===== src/hdl/xcpd_pkg.sv =====
`timescale 1ns / 1ps
`default_nettype none

package xcpd_pkg;

    localparam int BYTE_W    = 8;
    localparam int CFG_IDX_W = 1;

    localparam logic [CFG_IDX_W-1:0] REG_START_MARKER = 1'd0;
    localparam logic [CFG_IDX_W-1:0] REG_POT_CODE     = 1'd1;

    localparam logic [BYTE_W-1:0] START_MARKER_RST = 8'hAA;
    localparam logic [BYTE_W-1:0] POT_CODE_RST     = 8'h50;
    localparam logic [BYTE_W-1:0] MIN_FRAME_LEN    = 8'd4;

    localparam logic [BYTE_W-1:0] POS_BODY   = 8'd2;
    localparam logic [BYTE_W-1:0] POS_CMD    = 8'd2;
    localparam logic [BYTE_W-1:0] POS_FIRST  = 8'd3;
    localparam logic [BYTE_W-1:0] POS_SECOND = 8'd4;

    typedef enum logic [2:0] {
        ST_HUNT = 3'b001,
        ST_LEN  = 3'b010,
        ST_BODY = 3'b100
    } t_state;

    typedef struct packed {
        logic              bad;
        logic [BYTE_W-1:0] length;
        logic [BYTE_W-1:0] cmd;
        logic [BYTE_W-1:0] first;
        logic [BYTE_W-1:0] second;
    } t_frame;

endpackage

`default_nettype wire


===== src/hdl/xcpd_front.sv =====
`timescale 1ns / 1ps
`default_nettype none

module xcpd_front (
    input  wire                  i_clk,
    input  wire                  i_rst_n,
    input  wire                  i_valid,
    input  wire [7:0]            i_rx_byte,
    input  wire [7:0]            i_start_marker,
    output logic                 o_evt_valid,
    output xcpd_pkg::t_frame     o_evt
);
    import xcpd_pkg::*;

    t_state            r_state, n_state;
    logic [BYTE_W-1:0] r_pos, n_pos;
    logic [BYTE_W-1:0] r_len, n_len;
    logic [BYTE_W-1:0] r_xor, n_xor;
    logic [BYTE_W-1:0] r_cmd, n_cmd;
    logic [BYTE_W-1:0] r_first, n_first;
    logic [BYTE_W-1:0] r_second, n_second;
    logic [BYTE_W:0]   w_pos_next;
    logic              w_last;

    assign w_pos_next = {1'b0, r_pos} + {{BYTE_W{1'b0}}, 1'b1};
    assign w_last     = (w_pos_next >= {1'b0, r_len});

    always_comb begin
        n_state     = r_state;
        n_pos       = r_pos;
        n_len       = r_len;
        n_xor       = r_xor;
        n_cmd       = r_cmd;
        n_first     = r_first;
        n_second    = r_second;
        o_evt_valid = 1'b0;
        o_evt.bad    = (i_rx_byte != r_xor);
        o_evt.length = r_len;
        o_evt.cmd    = r_cmd;
        o_evt.first  = r_first;
        o_evt.second = r_second;
        if (i_valid) begin
            case (r_state)
                ST_HUNT: begin
                    if (i_rx_byte == i_start_marker) begin
                        n_xor    = i_rx_byte;
                        n_cmd    = '0;
                        n_first  = '0;
                        n_second = '0;
                        n_state  = ST_LEN;
                    end
                end
                ST_LEN: begin
                    if (i_rx_byte < MIN_FRAME_LEN) begin
                        n_state = ST_HUNT;
                    end else begin
                        n_len   = i_rx_byte;
                        n_xor   = r_xor ^ i_rx_byte;
                        n_pos   = POS_BODY;
                        n_state = ST_BODY;
                    end
                end
                ST_BODY: begin
                    if (w_last) begin
                        o_evt_valid = 1'b1;
                        n_state     = ST_HUNT;
                    end else begin
                        if (r_pos == POS_CMD) begin
                            n_cmd = i_rx_byte;
                        end
                        if (r_pos == POS_FIRST) begin
                            n_first = i_rx_byte;
                        end
                        if (r_pos == POS_SECOND) begin
                            n_second = i_rx_byte;
                        end
                        n_xor = r_xor ^ i_rx_byte;
                        n_pos = w_pos_next[BYTE_W-1:0];
                    end
                end
                default: begin
                    n_state = ST_HUNT;
                end
            endcase
        end
    end

    always_ff @(posedge i_clk) begin
        if (!i_rst_n) begin
            r_state <= ST_HUNT;
        end else begin
            r_state <= n_state;
        end
        r_pos    <= n_pos;
        r_len    <= n_len;
        r_xor    <= n_xor;
        r_cmd    <= n_cmd;
        r_first  <= n_first;
        r_second <= n_second;
    end

    a_evt_in_body: assert property (@(posedge i_clk) disable iff (!i_rst_n)
        o_evt_valid |-> (r_state == ST_BODY))
        else $error("frame event outside packet body");

    a_evt_rehunt: assert property (@(posedge i_clk) disable iff (!i_rst_n)
        o_evt_valid |=> (r_state == ST_HUNT))
        else $error("no return to hunting after checksum byte");

endmodule

`default_nettype wire


===== src/hdl/xcpd_fifo.sv =====
`timescale 1ns / 1ps
`default_nettype none

module xcpd_fifo #(
    parameter int DEPTH = 2
) (
    input  wire                  i_clk,
    input  wire                  i_rst_n,
    input  wire                  i_wr,
    input  xcpd_pkg::t_frame     i_wdata,
    output logic                 o_full,
    input  wire                  i_rd,
    output xcpd_pkg::t_frame     o_rdata,
    output logic                 o_avail
);
    import xcpd_pkg::*;

    localparam int AW = (DEPTH > 1) ? $clog2(DEPTH) : 1;
    localparam int CW = $clog2(DEPTH + 1);

    t_frame        r_mem [DEPTH];
    logic [AW-1:0] r_wptr, n_wptr;
    logic [AW-1:0] r_rptr, n_rptr;
    logic [CW-1:0] r_cnt, n_cnt;
    logic          w_wr, w_rd;

    assign o_full  = (r_cnt == CW'(DEPTH));
    assign o_avail = (r_cnt != '0);
    assign o_rdata = r_mem[r_rptr];
    assign w_wr    = i_wr && !o_full;
    assign w_rd    = i_rd && o_avail;

    always_comb begin
        n_wptr = r_wptr;
        n_rptr = r_rptr;
        if (w_wr) begin
            n_wptr = (r_wptr == AW'(DEPTH - 1)) ? '0 : r_wptr + AW'(1);
        end
        if (w_rd) begin
            n_rptr = (r_rptr == AW'(DEPTH - 1)) ? '0 : r_rptr + AW'(1);
        end
        n_cnt  = r_cnt;
        if (w_wr && !w_rd) begin
            n_cnt = r_cnt + CW'(1);
        end else if (w_rd && !w_wr) begin
            n_cnt = r_cnt - CW'(1);
        end
    end

    always_ff @(posedge i_clk) begin
        if (!i_rst_n) begin
            r_wptr <= '0;
            r_rptr <= '0;
            r_cnt  <= '0;
        end else begin
            r_wptr <= n_wptr;
            r_rptr <= n_rptr;
            r_cnt  <= n_cnt;
        end
        if (w_wr) begin
            r_mem[r_wptr] <= i_wdata;
        end
    end

    a_cnt_bound: assert property (@(posedge i_clk) disable iff (!i_rst_n)
        r_cnt <= CW'(DEPTH))
        else $error("queue count beyond depth");

    a_no_overrun: assert property (@(posedge i_clk) disable iff (!i_rst_n)
        i_wr |-> !o_full)
        else $error("frame written into full queue");

endmodule

`default_nettype wire


===== src/hdl/xcpd_back.sv =====
`timescale 1ns / 1ps
`default_nettype none

module xcpd_back (
    input  wire                  i_clk,
    input  wire                  i_rst_n,
    input  wire                  i_evt_avail,
    input  xcpd_pkg::t_frame     i_evt,
    output logic                 o_evt_rd,
    input  wire [7:0]            i_pot_code,
    input  wire                  pop,
    output logic                 empty,
    output logic                 o_frame_status,
    output logic [7:0]           o_frame_length,
    output logic [7:0]           o_command_byte,
    output logic [7:0]           o_payload_high,
    output logic [7:0]           o_payload_low,
    output logic                 o_is_pot_reading
);
    import xcpd_pkg::*;

    logic   r_valid, n_valid;
    t_frame r_frame;
    logic   r_is_pot;
    logic   w_take;

    assign w_take   = !r_valid || pop;
    assign o_evt_rd = i_evt_avail && w_take;
    assign n_valid  = o_evt_rd || (r_valid && !pop);

    always_ff @(posedge i_clk) begin
        if (!i_rst_n) begin
            r_valid <= 1'b0;
        end else begin
            r_valid <= n_valid;
        end
        if (o_evt_rd) begin
            r_frame  <= i_evt;
            r_is_pot <= !i_evt.bad && (i_evt.cmd == i_pot_code);
        end
    end

    assign empty            = !r_valid;
    assign o_frame_status   = r_frame.bad;
    assign o_frame_length   = r_frame.length;
    assign o_command_byte   = r_frame.cmd;
    assign o_payload_high   = r_frame.first;
    assign o_payload_low    = r_frame.second;
    assign o_is_pot_reading = r_is_pot;

    a_rd_when_free: assert property (@(posedge i_clk) disable iff (!i_rst_n)
        o_evt_rd |-> (!r_valid || pop))
        else $error("queue read while result stage holds a word");

endmodule

`default_nettype wire


===== src/hdl/xor_checked_packet_deframer_top.sv =====
// Channel   Ports                                   Accepted when
// input     push, full, i_rx_byte                   push && !full
// result    empty, pop, o_frame_status .. o_is_pot  pop && !empty
// config    i_cfg_we, i_cfg_idx, i_cfg_wdata        i_cfg_we
//
// One byte per cycle while full is low.
// A result goes from its checksum byte into the frame queue,
// then into the output register once that register is free.
// full rises only when the frame queue (FIFO_DEPTH words) is full.
// Reset is synchronous, active low, and restores the register defaults.
`timescale 1ns / 1ps
`default_nettype none

module xor_checked_packet_deframer_top #(
    parameter int FIFO_DEPTH = 2
) (
    input  wire                            i_clk,
    input  wire                            i_rst_n,
    input  wire                            push,
    output logic                           full,
    input  wire [7:0]                      i_rx_byte,
    output logic                           empty,
    input  wire                            pop,
    output logic                           o_frame_status,
    output logic [7:0]                     o_frame_length,
    output logic [7:0]                     o_command_byte,
    output logic [7:0]                     o_payload_high,
    output logic [7:0]                     o_payload_low,
    output logic                           o_is_pot_reading,
    input  wire                            i_cfg_we,
    input  wire [xcpd_pkg::CFG_IDX_W-1:0]  i_cfg_idx,
    input  wire [7:0]                      i_cfg_wdata
);
    import xcpd_pkg::*;

    logic [BYTE_W-1:0] r_start_marker, n_start_marker;
    logic [BYTE_W-1:0] r_pot_code, n_pot_code;
    logic              w_in_fire;
    logic              w_evt_valid;
    t_frame            w_evt;
    logic              w_q_full;
    logic              w_q_avail;
    logic              w_q_rd;
    t_frame            w_q_data;

    always_comb begin
        n_start_marker = r_start_marker;
        n_pot_code     = r_pot_code;
        if (i_cfg_we) begin
            case (i_cfg_idx)
                REG_START_MARKER: n_start_marker = i_cfg_wdata;
                REG_POT_CODE:     n_pot_code     = i_cfg_wdata;
                default: begin
                    n_start_marker = r_start_marker;
                end
            endcase
        end
    end

    always_ff @(posedge i_clk) begin
        if (!i_rst_n) begin
            r_start_marker <= START_MARKER_RST;
            r_pot_code     <= POT_CODE_RST;
        end else begin
            r_start_marker <= n_start_marker;
            r_pot_code     <= n_pot_code;
        end
    end

    assign full      = w_q_full;
    assign w_in_fire = push && !w_q_full;

    xcpd_front u_front (
        .i_clk          (i_clk),
        .i_rst_n        (i_rst_n),
        .i_valid        (w_in_fire),
        .i_rx_byte      (i_rx_byte),
        .i_start_marker (r_start_marker),
        .o_evt_valid    (w_evt_valid),
        .o_evt          (w_evt)
    );

    xcpd_fifo #(
        .DEPTH (FIFO_DEPTH)
    ) u_fifo (
        .i_clk   (i_clk),
        .i_rst_n (i_rst_n),
        .i_wr    (w_evt_valid),
        .i_wdata (w_evt),
        .o_full  (w_q_full),
        .i_rd    (w_q_rd),
        .o_rdata (w_q_data),
        .o_avail (w_q_avail)
    );

    xcpd_back u_back (
        .i_clk            (i_clk),
        .i_rst_n          (i_rst_n),
        .i_evt_avail      (w_q_avail),
        .i_evt            (w_q_data),
        .o_evt_rd         (w_q_rd),
        .i_pot_code       (r_pot_code),
        .pop              (pop),
        .empty            (empty),
        .o_frame_status   (o_frame_status),
        .o_frame_length   (o_frame_length),
        .o_command_byte   (o_command_byte),
        .o_payload_high   (o_payload_high),
        .o_payload_low    (o_payload_low),
        .o_is_pot_reading (o_is_pot_reading)
    );

endmodule

`default_nettype wire

===== config.mk =====
export PLATFORM = sky130hd
export DESIGN_NAME = xor_checked_packet_deframer_top
export DESIGN_NICKNAME = d
export VERILOG_FILES = /design/src/hdl/xcpd_pkg.sv /design/src/hdl/xcpd_front.sv /design/src/hdl/xcpd_fifo.sv /design/src/hdl/xcpd_back.sv /design/src/hdl/xor_checked_packet_deframer_top.sv
export SDC_FILE = /design/constraint.sdc
export NUM_CORES = 1
export LEC_CHECK = 0
export BUFFER_PORTS_ARGS = -buffer_cell sky130_fd_sc_hd__buf_2
export CORE_MARGIN = 5
export CORE_UTILIZATION = 56
export CTS_BUF_LIST = sky130_fd_sc_hd__clkbuf_8
export DETAILED_ROUTE_END_ITERATION = 10
export GPL_TIMING_DRIVEN = 0
export PLACE_DENSITY = 0.78
export SKIP_CTS_REPAIR_TIMING = 1
export SLEW_MARGIN = 10
export SYNTH_ARGS = -nofsm -noshare
export SYNTH_HDL_FRONTEND = slang
export SYNTH_SLANG_ARGS = --single-unit

===== constraint.sdc =====
create_clock -name i_clk -period 3.19 [get_ports i_clk]
set_clock_uncertainty 0.2 [all_clocks]
set_input_delay 0.1595 -clock i_clk [delete_from_list [all_inputs] [get_ports i_clk]]
set_output_delay 0.1595 -clock i_clk [all_outputs]
set_load 0.02 [all_outputs]

# == Word-level counts from Yosys, hierarchy flattened ==
# Memories as Yosys holds them, arrays and structs flattened. A register that Yosys moved wholly into a read port is not among the register bits.
# Cells that the tools add are included.
# op_classes
n_addsub,5
magnitude_cmp,2
eq_ne,17
n_mux,32
bitwise_logic,3
reduce_logical,30
# op_table
operator,count
$mux W8,12
$pmux W8 S2,4
$pmux W8 S3,1
$reduce_and A5 Y1,4
$eq A8 B2 Y1 const B,2
$eq A8 B8 Y1,2
$ne A2 B1 Y1 const B,5
$add A8 B1 Y9 const B,1
$ge A9 B8 Y1,1
$mux W1,9
$mux W3,3
$pmux W3 S3,1
$eq A8 B3 Y1 const B,1
$logic_and A1 B1 Y1,8
$lt A8 B3 Y1 const B,1
$ne A8 B8 Y1,1
$reduce_bool A2 Y1,4
$xor A8 B8 Y8,1
$logic_not A1 Y1,6
$reduce_and A3 Y1,2
$mux W2,2
$ne A2 B2 Y1 const B,2
$reduce_and A2 Y1,2
$reduce_and A4 Y1,1
other kinds (10),13
# word_totals
reg_bits,106
ramBits,66
inputBits,22
elab_cells,109
mem_count,1
# memory_table
memory,words,word_bits,read_ports,rd_ports_with_merged_regs,wr,line,source
u_fifo.r_mem,2,33,1,1,1,xcpd_fifo.sv:21,t_frame r_mem [DEPTH];

# == Logic depth before layout (Yosys ltp) ==
# logic_depth
ltp_word,10
ltp_mapped,14
mapped_depth_nobuf,13

# == By module ==
# From an unflattened synthesis, not the netlist that was laid out.
# hier_totals
hier_cells,444
area_unflattened_um2,6897.9
# by_module_without_submodules
mod,instances,cells_each,area_each_um2,seq_area_each_um2
xcpd_fifo,1,128,2610.0,2082.0
xcpd_front,1,195,2486.1,1501.4
xcpd_back,1,50,1156.1,1041.0
xor_checked_packet_deframer_top,1,71,645.6,320.3

# == Worst setup path before layout ==
# No wires, ideal clock.
# synth_path
path_kind,register to register
from,register u_front.r_pos[0]
to,"memory u_fifo.r_mem[1][0] (netlist name), enable pin"
setup_ns,0.393
arrival_time_ns,2.909
path_slack_ns,-0.313
path_stages_with_launch,11
cell_sequence,edfxtp_1 -> ha_1 -> and4_4 -> nand2_1 -> xnor2_1 -> ha_1 -> o21ai_0 -> nor2_2 -> nand4_1 -> a211oi_2 -> and2_1
# synth_via
elab_chain_cells,8
# synth_rtl
item,line,source
"start, declared",xcpd_front.sv:16,"logic [BYTE_W-1:0] r_pos, n_pos;"
"start signal, assigned",xcpd_front.sv:94,r_pos <= n_pos;
$add A8 B1 Y9,xcpd_front.sv:25,"assign w_pos_next = {1'b0, r_pos} + {{BYTE_W{1'b0}}, 1'b1};"
via u_front.w_pos_next[6],xcpd_front.sv:22,logic [BYTE_W:0] w_pos_next;
$ge A9 B8 Y1,xcpd_front.sv:26,"assign w_last = (w_pos_next >= {1'b0, r_len});"
$mux W1,xcpd_front.sv:64,if (w_last) begin
$mux W1,xcpd_front.sv:43,case (r_state)
$mux W1,xcpd_front.sv:42,if (i_valid) begin
$logic_and A1 B1 Y1,xcpd_fifo.sv:30,assign w_wr = i_wr && !o_full;
via u_fifo.w_wr,xcpd_fifo.sv:25,"logic w_wr, w_rd;"
$mux W1,xcpd_fifo.sv:60,if (w_wr) begin
$mux W1 (implied by the code),xcpd_fifo.sv:61,r_mem[r_wptr] <= i_wdata;
"end, declared",xcpd_fifo.sv:21,
# The timed path passes the listed nets, and every way through them passes these cells.

# == Final worst setup path ==
# layout_path
from,register u_front.r_pos[0]
to,register u_fifo.r_cnt[1]
# layout_via
elab_chain_cells,9
word_cells_on_any_way,11
classes_between,1 x add/sub; 1 x order compare; 4 x mux; 5 x reduce/logical
# layout_rtl
item,line,source
$add A8 B1 Y9 (*),xcpd_front.sv:25,
via u_front.w_pos_next[6],xcpd_front.sv:22,
$ge A9 B8 Y1 (*),xcpd_front.sv:26,
$mux W1 (*),xcpd_front.sv:64,
$mux W1 (*),xcpd_front.sv:43,
$mux W1 (*),xcpd_front.sv:42,
$logic_and A1 B1 Y1 (*),xcpd_fifo.sv:30,
via u_fifo.w_wr,xcpd_fifo.sv:25,
$logic_not A1 Y1,xcpd_fifo.sv:45,end else if (w_rd && !w_wr) begin
$logic_and A1 B1 Y1,xcpd_fifo.sv:45,
$reduce_bool A2 Y1 (no line),n/a,
"end signal, assigned",xcpd_fifo.sv:58,r_cnt <= n_cnt;
"end, declared",xcpd_fifo.sv:24,"logic [CW-1:0] r_cnt, n_cnt;"
# The timed path passes the listed nets; every way through them passes the cells marked *.
# A chain may end at the register's enable or synchronous reset.

==> impl_metrics.tcl <==
set metrics [dict create \
    p_seq_frac 0.517 \
    clock_path_buffers 2 \
    viasPerCell 5.60 \
    io_buffers 56 \
    wl_um 13800 \
    largest_reg_flops 66 \
    power_mw 5.29 \
    ir_drop_mv 0.277 \
    fin_ws_ns -0.277 \
    drt_iter0_drc 414 \
    yosysSeqAreaShare 0.725 \
    tightest_slew_ns 0.746 \
    ys_ff_latch 173 \
    synth_area_per_cell_um2 15.3 \
    wl_met2_um 6920 \
    worstPathArrival_ns 3.64 \
    p_leak_nw 2.98 \
    reg2reg_to "u_fifo.r_cnt[1]$_SDFFE_PN0P_" \
    final_common_cell "edfxtp_1" \
    p_int_mw 3.86 \
    combPwrFrac 0.182 \
    hold_viol 1 \
    die-height_um 120 \
    gr-total-overflow 0 \
    crit_path_max_incr_delay_ns 0.50 \
    crit_path_end_kind "register" \
    drive_above_1_share 0.303 \
    p_sw_frac 0.270 \
    wl_met3_um 980 \
    powerDensity_mw_per_mm2 632 \
    first_global_vias 3652 \
    worstReg2RegStart "u_front.r_pos[0]$_SDFFCE_PP0P_" \
    grt_usage 0.164 \
    fmax_mhz 288 \
    async_reset_ff_frac 0 \
    outcome "finished, violations left" \
    hpwl_um 7880 \
    startpoint_type "register" \
    dieWidth_um 120 \
    place_congestion 0.915 \
    ys_types 42 \
    hp-class "input port to register" \
    slew_viol_final 0 \
    synth.area.top_cells "edfxtp_1 65%, dfxtp_1 7.3%, mux2_2 5.4%" \
    die_area_mm2 0.0145 \
    highest_layer "met4" \
    syn_inst 446 \
    num_rows 40 \
    p_clk_frac 0.301 \
    netlist.area_leader.share 0.652 \
    placedCellCount 650 \
    min_period_over_period 1.09 \
    start_util 0.570 \
    ant_nets 0 \
    m1WireLength_um 5580 \
    clkTransAtPathRegs_ns 0.09 \
    grt_max_degree 35 \
    min_from "i_rst_n" \
    crit_path_max_fanout 4 \
    nNetsFinal 607 \
    diodes 0 \
    cts_buffers 17 \
    hold_depth 3 \
    mostFrequentLayoutCells "148 x edfxtp_1, 58 x buf_2, 49 x nand2_1" \
    min_period_ns 3.47 \
    slowest_stage "a211oi_4" \
    critPathKind "register to register" \
    numClockSinks 173 \
    setup_viol 100 \
    top_register "u_fifo.r_mem" \
    io_pins 58 \
    drc 0 \
    synth_edf_count 148 \
    clock-root-buffer "clkbuf_8" \
    required_ns 3.36 \
    htree_levels 4 \
    synth_area_mm2 0.00682 \
    wl_per_cell_um 18.9 \
    r2r_cells 12 \
    slew_headroom 0.501 \
    path_cells "ha_2 > and4_4 > nand2_2 > xnor2_2 > ha_1 > o21ai_2 > nor2_2 > nand4_1 > a211oi_4 > ha_4 > or3_4 > a21oi_2" \
    clock_latency_ns 0.45 \
    cts_tree "yes" \
    min_to "u_fifo.r_wptr$_SDFFE_PN0P_" \
    synth_ff_type "edfxtp_1" \
    core_area_mm2 0.0120 \
    fin_tns_setup_ns -18.96 \
    firstDrtPassIters 5 \
    grt_pass1_wl_um 18000 \
    critPathBufInv 0 \
    crit_family "simple AND/OR/NAND/NOR gates" \
    hold_slack_ns -0.00654 \
    switchingPower_mw 1.43 \
    vias 4100 \
    synth_area_leader_cell "edfxtp_1" \
    syn_to_final_growth_pct 22.9 \
    violations "hold timing, setup timing" \
    syn-num-nets 481 \
    layout.cells.non_filler 732 \
    yosysWarnings 0 \
    rsz0062_at_grt "true" \
    cap_violations 0 \
    r2r_slack_ns -0.28 \
    antenna_found_initial 0 \
]
==> per-stage QoR <==
step	setup WS (ns)	instance area (um2)	util
global placement	-0.586	7300	0.610
global route	-0.425	8380	0.700
floorplan	-0.00284	6840	-
CTS	-0.693	7740	0.647
detailed placement	-0.650	7320	0.612
finish	-0.277	8380	0.700
==> power by group through the flow <==
stage | combinational, mW | clock (mW) | sequential (mW)
3_3_place_gp | 0.843 | 0 | 2.79
4_1_cts | 0.901 | 1.61 | 2.74
3_5_place_dp | 0.897 | 0 | 2.79
2_1_floorplan | 0.434 | 0 | 2.96
6_report | 0.964 | 1.59 | 2.74
5_1_grt | 1.03 | 1.70 | 2.75
==> worst min-delay path: stages <==
cell and delay, ns:
clkbuf_1 0.22, nand2_1 0.13, mux2i_1 0.07
==> cells by family after synthesis <==
family	share of synthesized area
AOI/OAI and AO/OA	0.0319
and+or+nand+nor	0.0930
buffers and inverters	0.0174
adders and majority gates	0.0239
DFF	0.725
muxes	0.0560
xor gates and xnor gates	0.0527
==> area by class of cell <==
cell class              instances  area [um2]
flip-flops and latches        173        4940
fillers                       726        3580
multi-input cells             256        1980
repair buffers                 99         728
clock buffers                  17         234
clock inverters                15         185
well taps                     147         184
plain buffers                  12        70.1
inverters                      13        48.8
==> cell usage after synthesis (all sizes together) (6+ instances only) <==
master and count:
edfxtp 148, nor3 7, clkbuf 7, nand2b 6, xor2 21, nand2 51
nand3 12, a21oi 20, mux2 33, inv 12, dfxtp 25, xnor2 20
nor2 13, and2 17, ha 13
==> worst max-delay path by stage <==
stage	startpoint	to	slack, ns	depth (start not counted)
floorplan	u_front.r_pos[0]$_SDFFCE_PP0P_	u_front.r_pos[0]$_SDFFCE_PP0P_	-0.003	10
global placement	u_front.r_pos[0]$_SDFFCE_PP0P_	u_fifo.r_mem[1][30]$_DFFE_PP_	-0.59	10
detailed placement	u_front.r_pos[0]$_SDFFCE_PP0P_	u_fifo.r_mem[1][28]$_DFFE_PP_	-0.65	10
CTS	u_front.r_pos[0]$_SDFFCE_PP0P_	u_fifo.r_mem[1][24]$_DFFE_PP_	-0.69	10
global route	u_front.r_pos[0]$_SDFFCE_PP0P_	u_fifo.r_cnt[1]$_SDFFE_PN0P_	-0.42	12
finish	u_front.r_pos[0]$_SDFFCE_PP0P_	u_fifo.r_cnt[1]$_SDFFE_PN0P_	-0.28	12
==> per-layer routing <==
| layer | up-vias | global-route usage |
|---|---|---|
| met1 | 1983 | 0.219 |
| li1 | 1879 | - |
| met4 | 0 | 0.0602 |
| met5 | - | 0 |
| met2 | 201 | 0.263 |
| met3 | 37 | 0.0398 |
Note: power is estimated with default switching activity, not from simulation.
